[src/sv/rfs_pkg.sv]
// Shared constants, types and CRC helper for the frame deframer.
`timescale 1ns / 1ps
package rfs_pkg;

  // Frame geometry: two header bytes, then the payload bit stream
  localparam int FRAME_BYTES  = 21;
  localparam int PAYLOAD_BITS = (FRAME_BYTES - 2) * 8;
  // Payload bytes held in the shift line; the last byte comes straight from the input
  localparam int SHIFT_BITS   = PAYLOAD_BITS - 8;
  localparam int POS_W        = 5;
  localparam logic [POS_W-1:0] FIRST_POS = POS_W'(2);
  localparam logic [POS_W-1:0] LAST_POS  = POS_W'(FRAME_BYTES - 1);
  localparam logic [POS_W-1:0] CRC_END   = POS_W'(19);

  // CRC-16, reflected polynomial
  localparam logic [15:0] CRC_SEED = 16'hFFFF;
  localparam logic [15:0] CRC_POLY = 16'h8408;

  // Configuration registers
  localparam int CFG_IDX_W = 1;
  localparam logic [CFG_IDX_W-1:0] CFG_HDR_FIRST  = 1'b0;
  localparam logic [CFG_IDX_W-1:0] CFG_HDR_SECOND = 1'b1;
  localparam logic [7:0] HDR_FIRST_RST  = 8'd169;
  localparam logic [7:0] HDR_SECOND_RST = 8'd83;

  typedef struct packed {
    logic [7:0] hdr_first;
    logic [7:0] hdr_second;
  } cfg_t;

  // Registered input byte handed to the deframer
  typedef struct packed {
    logic       vld;
    logic [7:0] rx_byte;
  } rx_t;

  // Fold one byte into the running CRC, LSB first
  function automatic logic [15:0] crc_fold(logic [15:0] crc, logic [7:0] b);
    logic [15:0] c;
    c = crc ^ {8'h00, b};
    for (int i = 0; i < 8; i++) begin
      c = c[0] ? ((c >> 1) ^ CRC_POLY) : (c >> 1);
    end
    return c;
  endfunction

endpackage

[src/sv/rfs_if.sv]
// Valid/ready channel interfaces for received bytes and unpacked frames.
`timescale 1ns / 1ps
interface rfs_byte_if import rfs_pkg::*; ();
  logic       valid;
  logic       ready;
  logic [7:0] rx_byte;

  modport source (output valid, output rx_byte, input ready);
  modport sink   (input valid, input rx_byte, output ready);
endinterface

interface rfs_frame_if import rfs_pkg::*; ();
  logic               valid;
  logic               ready;
  logic [43:0]        sticks;
  logic [5:0]         switches;
  logic [10:0]        dial;
  logic signed [15:0] mouse_x;
  logic signed [15:0] mouse_y;
  logic signed [15:0] mouse_z;
  logic [5:0]         mouse_buttons;
  logic [15:0]        keys;
  logic [15:0]        frame_crc_field;
  logic               crc_ok;

  modport source (output valid, output sticks, output switches, output dial,
                  output mouse_x, output mouse_y, output mouse_z, output mouse_buttons,
                  output keys, output frame_crc_field, output crc_ok, input ready);
  modport sink   (input valid, input sticks, input switches, input dial,
                  input mouse_x, input mouse_y, input mouse_z, input mouse_buttons,
                  input keys, input frame_crc_field, input crc_ok, output ready);
endinterface

[src/sv/rfs_in_stage.sv]
// Input register stage: captures one received byte per cycle while the deframer keeps taking them.
`timescale 1ns / 1ps
module rfs_in_stage import rfs_pkg::*; (
  input  logic       clk_i,
  input  logic       rst_ni,
  rfs_byte_if.sink   in_if,
  input  logic       take_i,
  output rx_t        rx_o
);

  logic       vld_q;
  logic [7:0] byte_q;

  // Free the stage when empty or when the deframer consumes the held item
  assign in_if.ready = !vld_q || take_i;

  // Hold valid; clear once consumed unless refilled in the same cycle
  always_ff @(posedge clk_i or negedge rst_ni) begin
    if (!rst_ni) begin
      vld_q <= 1'b0;
    end else if (in_if.ready) begin
      vld_q <= in_if.valid;
    end
  end

  // Capture payload on accept
  always_ff @(posedge clk_i) begin
    if (in_if.valid && in_if.ready) begin
      byte_q <= in_if.rx_byte;
    end
  end

  assign rx_o.vld     = vld_q;
  assign rx_o.rx_byte = byte_q;

endmodule

[src/sv/rfs_deframer.sv]
// Header hunt, frame collection, CRC and unpacked result register.
`timescale 1ns / 1ps
module rfs_deframer import rfs_pkg::*; (
  input  logic       clk_i,
  input  logic       rst_ni,
  input  cfg_t       cfg_i,
  input  rx_t        rx_i,
  output logic       take_o,
  rfs_frame_if.source out_if
);

  typedef enum logic [1:0] {
    PH_HUNT,
    PH_GOT1,
    PH_COLLECT
  } phase_e;

  phase_e                phase_q;
  logic [POS_W-1:0]      pos_q;
  logic [15:0]           crc_q;
  logic [SHIFT_BITS-1:0] shift_q;
  logic                  out_vld_q;

  logic                    emit;
  logic                    advance;
  logic [PAYLOAD_BITS-1:0] pay;
  logic [15:0]             rx_crc;
  logic [7:0]              b;

  assign b = rx_i.rx_byte;

  // The last frame byte is the only one that produces an item
  assign emit    = (phase_q == PH_COLLECT) && (pos_q == LAST_POS);
  assign advance = rx_i.vld && (!emit || !out_vld_q || out_if.ready);
  assign take_o  = advance;

  // Full payload stream: stored bytes 2..19 plus the incoming byte 20
  assign pay    = {b, shift_q};
  assign rx_crc = {b, shift_q[SHIFT_BITS-1 -: 8]};

  // Advance phase, position and CRC; hold the output valid until taken
  always_ff @(posedge clk_i or negedge rst_ni) begin
    if (!rst_ni) begin
      phase_q   <= PH_HUNT;
      pos_q     <= '0;
      crc_q     <= CRC_SEED;
      out_vld_q <= 1'b0;
    end else begin
      if (advance && emit) begin
        out_vld_q <= 1'b1;
      end else if (out_if.ready) begin
        out_vld_q <= 1'b0;
      end
      if (advance) begin
        case (phase_q)
          PH_GOT1: begin
            if (b == cfg_i.hdr_second) begin
              crc_q   <= crc_fold(crc_fold(CRC_SEED, cfg_i.hdr_first), b);
              pos_q   <= FIRST_POS;
              phase_q <= PH_COLLECT;
            end else if (b == cfg_i.hdr_first) begin
              phase_q <= PH_GOT1;
            end else begin
              phase_q <= PH_HUNT;
            end
          end
          PH_COLLECT: begin
            if (pos_q < CRC_END) begin
              crc_q <= crc_fold(crc_q, b);
            end
            if (emit) begin
              phase_q   <= PH_HUNT;
              pos_q     <= '0;
              crc_q     <= CRC_SEED;
            end else begin
              pos_q <= pos_q + POS_W'(1);
            end
          end
          default: begin
            phase_q <= (b == cfg_i.hdr_first) ? PH_GOT1 : PH_HUNT;
          end
        endcase
      end
    end
  end

  // Shift payload bytes in while collecting
  always_ff @(posedge clk_i) begin
    if (advance && (phase_q == PH_COLLECT) && !emit) begin
      shift_q <= {b, shift_q[SHIFT_BITS-1:8]};
    end
  end

  // Unpack the frame into the result register
  always_ff @(posedge clk_i) begin
    if (advance && emit) begin
      out_if.sticks          <= pay[43:0];
      out_if.switches        <= {pay[60], pay[48:44]};
      out_if.dial            <= pay[59:49];
      out_if.mouse_x         <= pay[76:61];
      out_if.mouse_y         <= pay[92:77];
      out_if.mouse_z         <= pay[108:93];
      out_if.mouse_buttons   <= pay[114:109];
      out_if.keys            <= pay[130:115];
      out_if.frame_crc_field <= pay[146:131];
      out_if.crc_ok          <= (crc_q == rx_crc);
    end
  end

  assign out_if.valid = out_vld_q;

endmodule

[src/sv/remote_frame_sync_unpack.sv]
// A frame's last byte passes the input register, then the result register, before its item is valid.
// Throughput: one byte per cycle; only a frame's last byte waits on a stalled item.
// Header bytes come from the configuration registers, written at any cycle.
// Reset (async, active low) clears the hunt state, CRC, valids and sets the
// header registers to 0xA9 and 0x53; frame payload storage is not reset.
`timescale 1ns / 1ps
module remote_frame_sync_unpack import rfs_pkg::*; (
  input  logic                 clk_i,
  input  logic                 rst_ni,
  rfs_byte_if.sink             in_if,
  rfs_frame_if.source          out_if,
  input  logic                 cfg_we_i,
  input  logic [CFG_IDX_W-1:0] cfg_idx_i,
  input  logic [7:0]           cfg_wdata_i
);

  cfg_t cfg_q;
  rx_t  rx;
  logic take;

  // Write the header registers
  always_ff @(posedge clk_i or negedge rst_ni) begin
    if (!rst_ni) begin
      cfg_q.hdr_first  <= HDR_FIRST_RST;
      cfg_q.hdr_second <= HDR_SECOND_RST;
    end else if (cfg_we_i) begin
      case (cfg_idx_i)
        CFG_HDR_FIRST:  cfg_q.hdr_first  <= cfg_wdata_i;
        CFG_HDR_SECOND: cfg_q.hdr_second <= cfg_wdata_i;
        default: ;
      endcase
    end
  end

  rfs_in_stage u_in (
    .clk_i  (clk_i),
    .rst_ni (rst_ni),
    .in_if  (in_if),
    .take_i (take),
    .rx_o   (rx)
  );

  rfs_deframer u_dfr (
    .clk_i  (clk_i),
    .rst_ni (rst_ni),
    .cfg_i  (cfg_q),
    .rx_i   (rx),
    .take_o (take),
    .out_if (out_if)
  );

endmodule

[src/flat_wrapper.sv]
// flat-port wrapper written by rule: the top's interface ports become plain ports
module remote_frame_sync_unpack_flat import rfs_pkg::*;
  (clk_i, rst_ni, cfg_we_i, cfg_idx_i, cfg_wdata_i, in_if_valid, in_if_rx_byte, in_if_ready, out_if_valid, out_if_sticks, out_if_switches, out_if_dial, out_if_mouse_x, out_if_mouse_y, out_if_mouse_z, out_if_mouse_buttons, out_if_keys, out_if_frame_crc_field, out_if_crc_ok, out_if_ready);
  rfs_byte_if in_if_i ();
  rfs_frame_if out_if_i ();
  input  logic clk_i;
  input  logic rst_ni;
  input  logic cfg_we_i;
  input  logic [CFG_IDX_W-1:0] cfg_idx_i;
  input  logic [7:0] cfg_wdata_i;
  input wire logic [$bits(in_if_i.valid)-1:0] in_if_valid;
  input wire logic [$bits(in_if_i.rx_byte)-1:0] in_if_rx_byte;
  output wire logic [$bits(in_if_i.ready)-1:0] in_if_ready;
  output wire logic [$bits(out_if_i.valid)-1:0] out_if_valid;
  output wire logic [$bits(out_if_i.sticks)-1:0] out_if_sticks;
  output wire logic [$bits(out_if_i.switches)-1:0] out_if_switches;
  output wire logic [$bits(out_if_i.dial)-1:0] out_if_dial;
  output wire logic [$bits(out_if_i.mouse_x)-1:0] out_if_mouse_x;
  output wire logic [$bits(out_if_i.mouse_y)-1:0] out_if_mouse_y;
  output wire logic [$bits(out_if_i.mouse_z)-1:0] out_if_mouse_z;
  output wire logic [$bits(out_if_i.mouse_buttons)-1:0] out_if_mouse_buttons;
  output wire logic [$bits(out_if_i.keys)-1:0] out_if_keys;
  output wire logic [$bits(out_if_i.frame_crc_field)-1:0] out_if_frame_crc_field;
  output wire logic [$bits(out_if_i.crc_ok)-1:0] out_if_crc_ok;
  input wire logic [$bits(out_if_i.ready)-1:0] out_if_ready;
  assign in_if_i.valid = in_if_valid;
  assign in_if_i.rx_byte = in_if_rx_byte;
  assign in_if_ready = in_if_i.ready;
  assign out_if_valid = out_if_i.valid;
  assign out_if_sticks = out_if_i.sticks;
  assign out_if_switches = out_if_i.switches;
  assign out_if_dial = out_if_i.dial;
  assign out_if_mouse_x = out_if_i.mouse_x;
  assign out_if_mouse_y = out_if_i.mouse_y;
  assign out_if_mouse_z = out_if_i.mouse_z;
  assign out_if_mouse_buttons = out_if_i.mouse_buttons;
  assign out_if_keys = out_if_i.keys;
  assign out_if_frame_crc_field = out_if_i.frame_crc_field;
  assign out_if_crc_ok = out_if_i.crc_ok;
  assign out_if_i.ready = out_if_ready;
  remote_frame_sync_unpack u_core (.clk_i(clk_i), .rst_ni(rst_ni), .in_if(in_if_i), .out_if(out_if_i), .cfg_we_i(cfg_we_i), .cfg_idx_i(cfg_idx_i), .cfg_wdata_i(cfg_wdata_i));
endmodule
[config.mk]
export PLATFORM = sky130hd
export DESIGN_NAME = remote_frame_sync_unpack_flat
export DESIGN_NICKNAME = d
export VERILOG_FILES = /design/src/sv/rfs_pkg.sv /design/src/sv/rfs_if.sv /design/src/sv/rfs_in_stage.sv /design/src/sv/rfs_deframer.sv /design/src/sv/remote_frame_sync_unpack.sv /design/src/flat_wrapper.sv
export SDC_FILE = /design/constraint.sdc
export NUM_CORES = 1
export LEC_CHECK = 0
export BUFFER_PORTS_ARGS = -buffer_cell sky130_fd_sc_hd__buf_2
export CAP_MARGIN = 20
export CORE_MARGIN = 2
export CORE_UTILIZATION = 61
export DETAILED_ROUTE_END_ITERATION = 7
export PLACE_DENSITY = 0.84
export SLEW_MARGIN = 0
export SYNTH_ARGS = -nofsm -noshare
export SYNTH_HDL_FRONTEND = slang
export SYNTH_SLANG_ARGS = --single-unit
[constraint.sdc]
create_clock -name clk_i -period 20.6 [get_ports clk_i]
set_input_delay 6.18 -clock clk_i [delete_from_list [all_inputs] [get_ports clk_i]]
set_output_delay 6.18 -clock clk_i [all_outputs]
set_load 0.01 [all_outputs]
# [After elaboration in Yosys (flattened, before gate mapping)]
# Index checks and enable logic that the tools add are counted.
[word_totals] ff_bits=341 inputBits=22 elab_cells=114
[classes] addsub=1 order_cmp=1 eq_ne=9 n_mux=37 bitwise_logic=28 n_reduce_logical=19
[op_table] cell="$mux W16" n=27
[op_table] cell="$not A2 Y3" n=24
[op_table] cell="$pmux W16 S2" n=1
[op_table] cell="$xor A16 B8 Y16" n=2
[op_table] cell="$eq A16 B16 Y1" n=1
[op_table] cell="$eq A8 B8 Y1" n=2
[op_table] cell="$not A8 Y16" n=1
[op_table] cell="$mux W5" n=2
[op_table] cell="$pmux W5 S2" n=1
[op_table] cell="$logic_and A1 B1 Y1" n=6
[op_table] cell="$reduce_and A2 Y1" n=3
[op_table] cell="$add A5 B1 Y5 const B" n=1
[op_table] cell="$eq A5 B5 Y1 const B" n=1
[op_table] cell="$lt A5 B5 Y1 const B" n=1
[op_table] cell="$mux W2" n=2
[op_table] cell="$ne A2 B2 Y1 const B" n=2
[op_table] cell="$pmux W2 S2" n=1
[op_table] cell="$reduce_and A4 Y1" n=1
[op_table] cell="$reduce_bool A2 Y1" n=2
[op_table] cell="$logic_not A1 Y1" n=3
[op_table] cell="$logic_or A1 B1 Y1" n=3
[op_table] cell="$mux W1" n=3
[op_table] cell="$ne A3 B2 Y1 const B" n=1
[op_table] cell="$reduce_and A3 Y1" n=1
[op_table] cell="3 further kinds" n=3

# [Longest topological paths before layout]
[depth] ltp_word=36 mapped_depth=8 ltp_nobuf=7

# [Hierarchy]
# Synthesis repeated with hierarchy kept, for this count alone.
[unflattened] hier_cells=573 area_unflattened_um2=12052.8
[modules_own_cells] mod="rfs_deframer" n_inst=1 cells_per_inst=525 area_per_inst_um2=11099.4 seq_area_each_um2=9389.0
[modules_own_cells] mod="remote_frame_sync_unpack" n_inst=1 cells_per_inst=35 area_per_inst_um2=651.9 seq_area_each_um2=410.4
[modules_own_cells] mod="rfs_in_stage" n_inst=1 cells_per_inst=13 area_per_inst_um2=301.5 seq_area_each_um2=265.3

# [Least setup slack after synthesis]
# No wires, ideal clock.
[synth_path] path_type="input to register" startpoint="input out_if_ready" endpoint="register u_core.u_dfr.out_if.crc_ok (enable)" t_arrival_ns=12.658 required_ns=19.943 setup_slack_ns=7.285 stages=3 n_path_buf=0 cell_sequence="nor2b_1 > a31o_2 > nor2_1"
[synth_via] elab_chain_len=3
[synth_rtl] element="start: declaration" line_no="flat_wrapper.sv:25" rtl="input wire logic [$bits(out_if_i.ready)-1:0] out_if_ready;"
[synth_rtl] element="$logic_or A1 B1 Y1" line_no="rfs_deframer.sv:34" rtl="assign advance = rx_i.vld && (!emit || !out_vld_q || out_if.ready);"
[synth_rtl] element="$logic_and A1 B1 Y1" line_no="rfs_deframer.sv:34"
[synth_rtl] element="$logic_and A1 B1 Y1" line_no="rfs_deframer.sv:96" rtl="if (advance && emit) begin"
[synth_rtl] element="end signal: assignment" line_no="rfs_deframer.sv:106" rtl="out_if.crc_ok <= (crc_q == rx_crc);"
[synth_rtl] element="end: declaration" line_no="rfs_if.sv:28" rtl="output keys, output frame_crc_field, output crc_ok, input ready);"
# Every way passes these cells.
# A chain may end at the register's enable or synchronous reset.

# [Worst setup path after layout]
[layout_path] startpoint="input out_if_ready" endpoint="output in_if_ready"
[layout_via] elab_chain_len=3
[layout_rtl] element="$logic_or A1 B1 Y1" line_no="rfs_deframer.sv:34"
[layout_rtl] element="$logic_and A1 B1 Y1" line_no="rfs_deframer.sv:34"
[layout_rtl] element="$logic_or A1 B1 Y1" line_no="rfs_in_stage.sv:15" rtl="assign in_if.ready = !vld_q || take_i;"
[layout_rtl] element="end: declaration" line_no="flat_wrapper.sv:13" rtl="output wire logic [$bits(in_if_i.ready)-1:0] in_if_ready;"
# Every way passes these cells.

==> out/results.tsv <==
stage	metric	value	unit
sta	setup_viol_count_final	0	
drt	drt_pre_antenna_iters	5	
drt	met2_wirelength	11.4	mm
cts	tritoncts_num_sinks	341	
sta	slew_headroom	30.4	%
yosys	synth_top_area_share	75.6	%
floorplanning	fp.coreArea	19300	µm²
critical_path	worst-r2r-setup-slack	16260	ps
sta	timing.hold.ws	420	ps
cts	clk_latency	560	ps
critical_path	worst_ep_required_time	14420	ps
critical_path	worst_path_largest_cell_delay	210	ps
sta	grt_setup_unrepaired	false	
critical_path	start_kind	input pin	
final_layout	final_cell_mix	edfxtp_1, buf_2, xnor2_1, clkbuf_16, xor2_1	
run_status	run_status	finished clean	
floorplanning	ios	172	
critical_path	critPathKind	input pin to output pin	
drt	routed_wire_length_per_instance	20.9	µm
drt	routed_wirelength	22.0	mm
sta	worst-slew-pin-transition	1040	ps
cts	cts.hold.buffers_added	0	
sta	timing_max_transition_violations_final	0	
yosys	ys_seq_area_share	84.4	%
drt	routed-wl-met3	1.29	mm
global_route	groute.usage.overall	21.3	%
final_layout	antennaDiodeCount	0	
yosys	syn_inst	580	
power_and_ir_drop	power_density_over_the_cells	108	nW/µm²
min_path	worstHoldEndpoint	u_core.u_dfr.out_if.sticks[5]$_DFFE_PP_	
critical_path	worstPathCellList	buf_2, nor2b_1, nand4_1, buf_2	
cts	ctsResizeCount	0	
power_and_ir_drop	leakagePower	4.98	nW
power_and_ir_drop	max-vdd-ir-drop	79.1	µV
yosys	ys_warn_count	0	
cts	clock_buffer_count_from_cts	31	
min_path	hold_path_startpoint	u_core.u_dfr.shift_q[5]$_DFFE_PP_	
critical_path	r2r.worst_path.cells	6	
global_route	overflow	0	
global_route	global_route_wire_length_before_repair	33.1	mm
critical_path	worst-endpoint-arrival	6810	ps
cts	cts.repair_timing.setup_buffer_count	0	
placed_design	dpl_cell_area	13100	µm²
sta	setup-tns-final	0	ps
cts	clock_path_buffers	3	
drt	detail_route.vias_per_cell	5.47	
drt	detailroute.via_count	5774	
drt	route.layer.met1.wl	8.64	mm
global_route	vias_in_the_first_global_route	5797	
floorplanning	total_die_area	20700	µm²
flow_run	cap_violations	0	
final_layout	layout_commonest_cell	edfxtp_1	
sta	finalWorstPathRequiredPeriod	12990	ps
cts	cts-htree-levels	1	
min_path	hold_class	flop to flop	
sta	clock.fmax	0.0770	GHz
placed_design	dpl.hpwl	13.4	mm
global_route	grt_max_degree	86	
yosys	syn_area	11900	µm²
yosys	largest_area_contributor_in_the_synthesized_netlist	edfxtp_1	
floorplanning	chipWidth	144	µm
drt	drt_first_iter_violations	471	
yosys	synth.lib_cells_used.distinct	38	
critical_path	maximum_fanout_count_along_the_critical_path	3	
yosys	synth_fp_nets	606	
sta	skew	8.70	ps
global_route	initial_antenna_violation_count	0	
yosys	synthesis.area_per_instance	20.6	µm²
drt	top_layer_used	met4	
final_layout	final_non_filler_cell_area	14100	µm²
final_layout	fillerInstances	1103	
placed_design	portbufs	171	
final_layout	drive_gt1_share	34.4	%
final_layout	areaGrowthSynthToFinish	18.3	%
drt	drc	0	
floorplanning	initial_core_util	61.7	%
drt	remaining_number_of_nets_flagged_by_the_antenna_check_after_routing	0	
yosys	ys_seq_elements	341	
critical_path	path_common_cell	buf_2	
placed_design	globalplace.congestion	0.874	
critical_path	reg2reg_capture_point	u_core.u_dfr.shift_q[51]$_DFFE_PP_	
sta	final-hold-violation-count	0	
cts	cts_tree	built	
yosys	ys_top_cells_by_area	edfxtp_1, dfstp_2, xnor2_1, dfrtp_1, xor2_1	
critical_path	worstSetupEndpointType	output pin	
critical_path	cp_slowest_cell	buf_2	
floorplanning	core.rowCount	51	
final_layout	finalNetCount	793	
floorplanning	die_height	144	µm
sta	fin_crit_sh	63.1	%
critical_path	crit-reg2reg-launch	u_core.u_dfr.phase_q[0]$_DFFE_PN0P_	
cts	clock_transition_at_the_registers_of_the_reported_paths	60	ps
min_path	min_path_cells	0	
cts	clock_root_buffer	clkbuf_16	
-- worst max path at each step --
| stage | from | to | slack (ps) | cells after the start |
|---|---|---|---|---|
| floorplan | out_if_ready | u_core.u_dfr.out_if.crc_ok$_DFFE_PP_ | 7280 | 3 |
| global placement | out_if_ready | in_if_ready | 7630 | 4 |
| detailed placement | out_if_ready | in_if_ready | 7590 | 4 |
| CTS | out_if_ready | in_if_ready | 7590 | 4 |
| global route | out_if_ready | in_if_ready | 7540 | 4 |
| finish | out_if_ready | in_if_ready | 7610 | 4 |
-- where the power goes --
part | internal [mW] | total (mW) | switching [mW]
clock | 0.331 | 0.573 | 0.242
sequential | 0.769 | 0.793 | 0.0245
combinational | 0.0771 | 0.153 | 0.0755
total | 1.18 | 1.52 | 0.342
-- per-stage QoR --
| step | util (%) | worst slack [ps] | instances | total power [mW] |
|---|---|---|---|---|
| finish | 73.0 | 7610 | 1056 | 1.52 |
| global route | 73.0 | 7540 | 1056 | 1.57 |
| global placement | 67.6 | 7630 | 998 | 0.948 |
| CTS | 72.9 | 7590 | 1055 | 1.53 |
| floorplan | - | 7280 | 580 | 0.924 |
| detailed placement | 67.6 | 7590 | 998 | 0.955 |
-- critical path, delay by kind of cell --
family | cells | cell delay (ps)
simple gates | 2 | 330
buf+inv | 2 | 310
-- final cells by class --
type	count	area [µm²]	share of cell area [%]
clock buffers	38	812	5.76
clock inverters	19	213	1.51
inverters	11	41.3	0.293
multi-input cells	206	1740	12.3
flip-flops and latches	341	10100	71.4
well taps	265	332	2.35
repair buffers	176	906	6.42
-- cell families after synthesis --
| group | Yosys count | synth area share, % |
|---|---|---|
| buf+inv | 33 | 1.11 |
| xor+xnor | 89 | 7.01 |
| flops | 341 | 84.4 |
| mux | 24 | 2.19 |
| compound gates | 54 | 3.16 |
| fa+ha+maj | 4 | 0.420 |
| simple gates | 35 | 1.67 |
-- cells in the mapped netlist, drive strengths merged --
master and instances:
edfxtp 300, xnor2 58, xor2 27, dfstp 24
dfrtp 17, mux2 17, o21ai 16, o22ai 15
clkbuf 14, inv 11, o31ai 11, buf 8
nor2 8, mux2i 7, nand2 6, nand4 5
nor4 5, ha 4, nand2b 3, nand3 3
o41ai 3, xnor3 3, a211o 2, nor2b 2
o21bai 2, a21boi 1, a221oi 1, a311o 1
a31o 1, and2 1, and4b 1, o211ai 1
or3 1, xor3 1
-- flip-flops by register name (all words and copies together), names as in the netlist --
register / flops
u_core.u_dfr.shift_q: 144
u_core.u_dfr.out_if.sticks: 44
u_core.cfg_q: 16
u_core.u_dfr.crc_q: 16
u_core.u_dfr.out_if.frame_crc_field: 16
u_core.u_dfr.out_if.keys: 16
u_core.u_dfr.out_if.mouse_x: 16
u_core.u_dfr.out_if.mouse_y: 16
u_core.u_dfr.out_if.mouse_z: 16
u_core.u_dfr.out_if.dial: 11
u_core.u_in.byte_q: 8
u_core.u_dfr.out_if.mouse_buttons: 6
u_core.u_dfr.out_if.switches: 6
u_core.u_dfr.pos_q: 5
u_core.u_dfr.phase_q: 2
u_core.u_dfr.out_if.crc_ok: 1
u_core.u_dfr.out_if.valid: 1
u_core.u_in.vld_q: 1
-- layer usage --
layer / vias up / track usage [%]
met3: 49 / 3.90
met5: - / 0
met4: 0 / 7.07
met2: 249 / 37.1
met1: 2903 / 27.3
li1: 2573 / -
(Power assumes the default switching activity.)
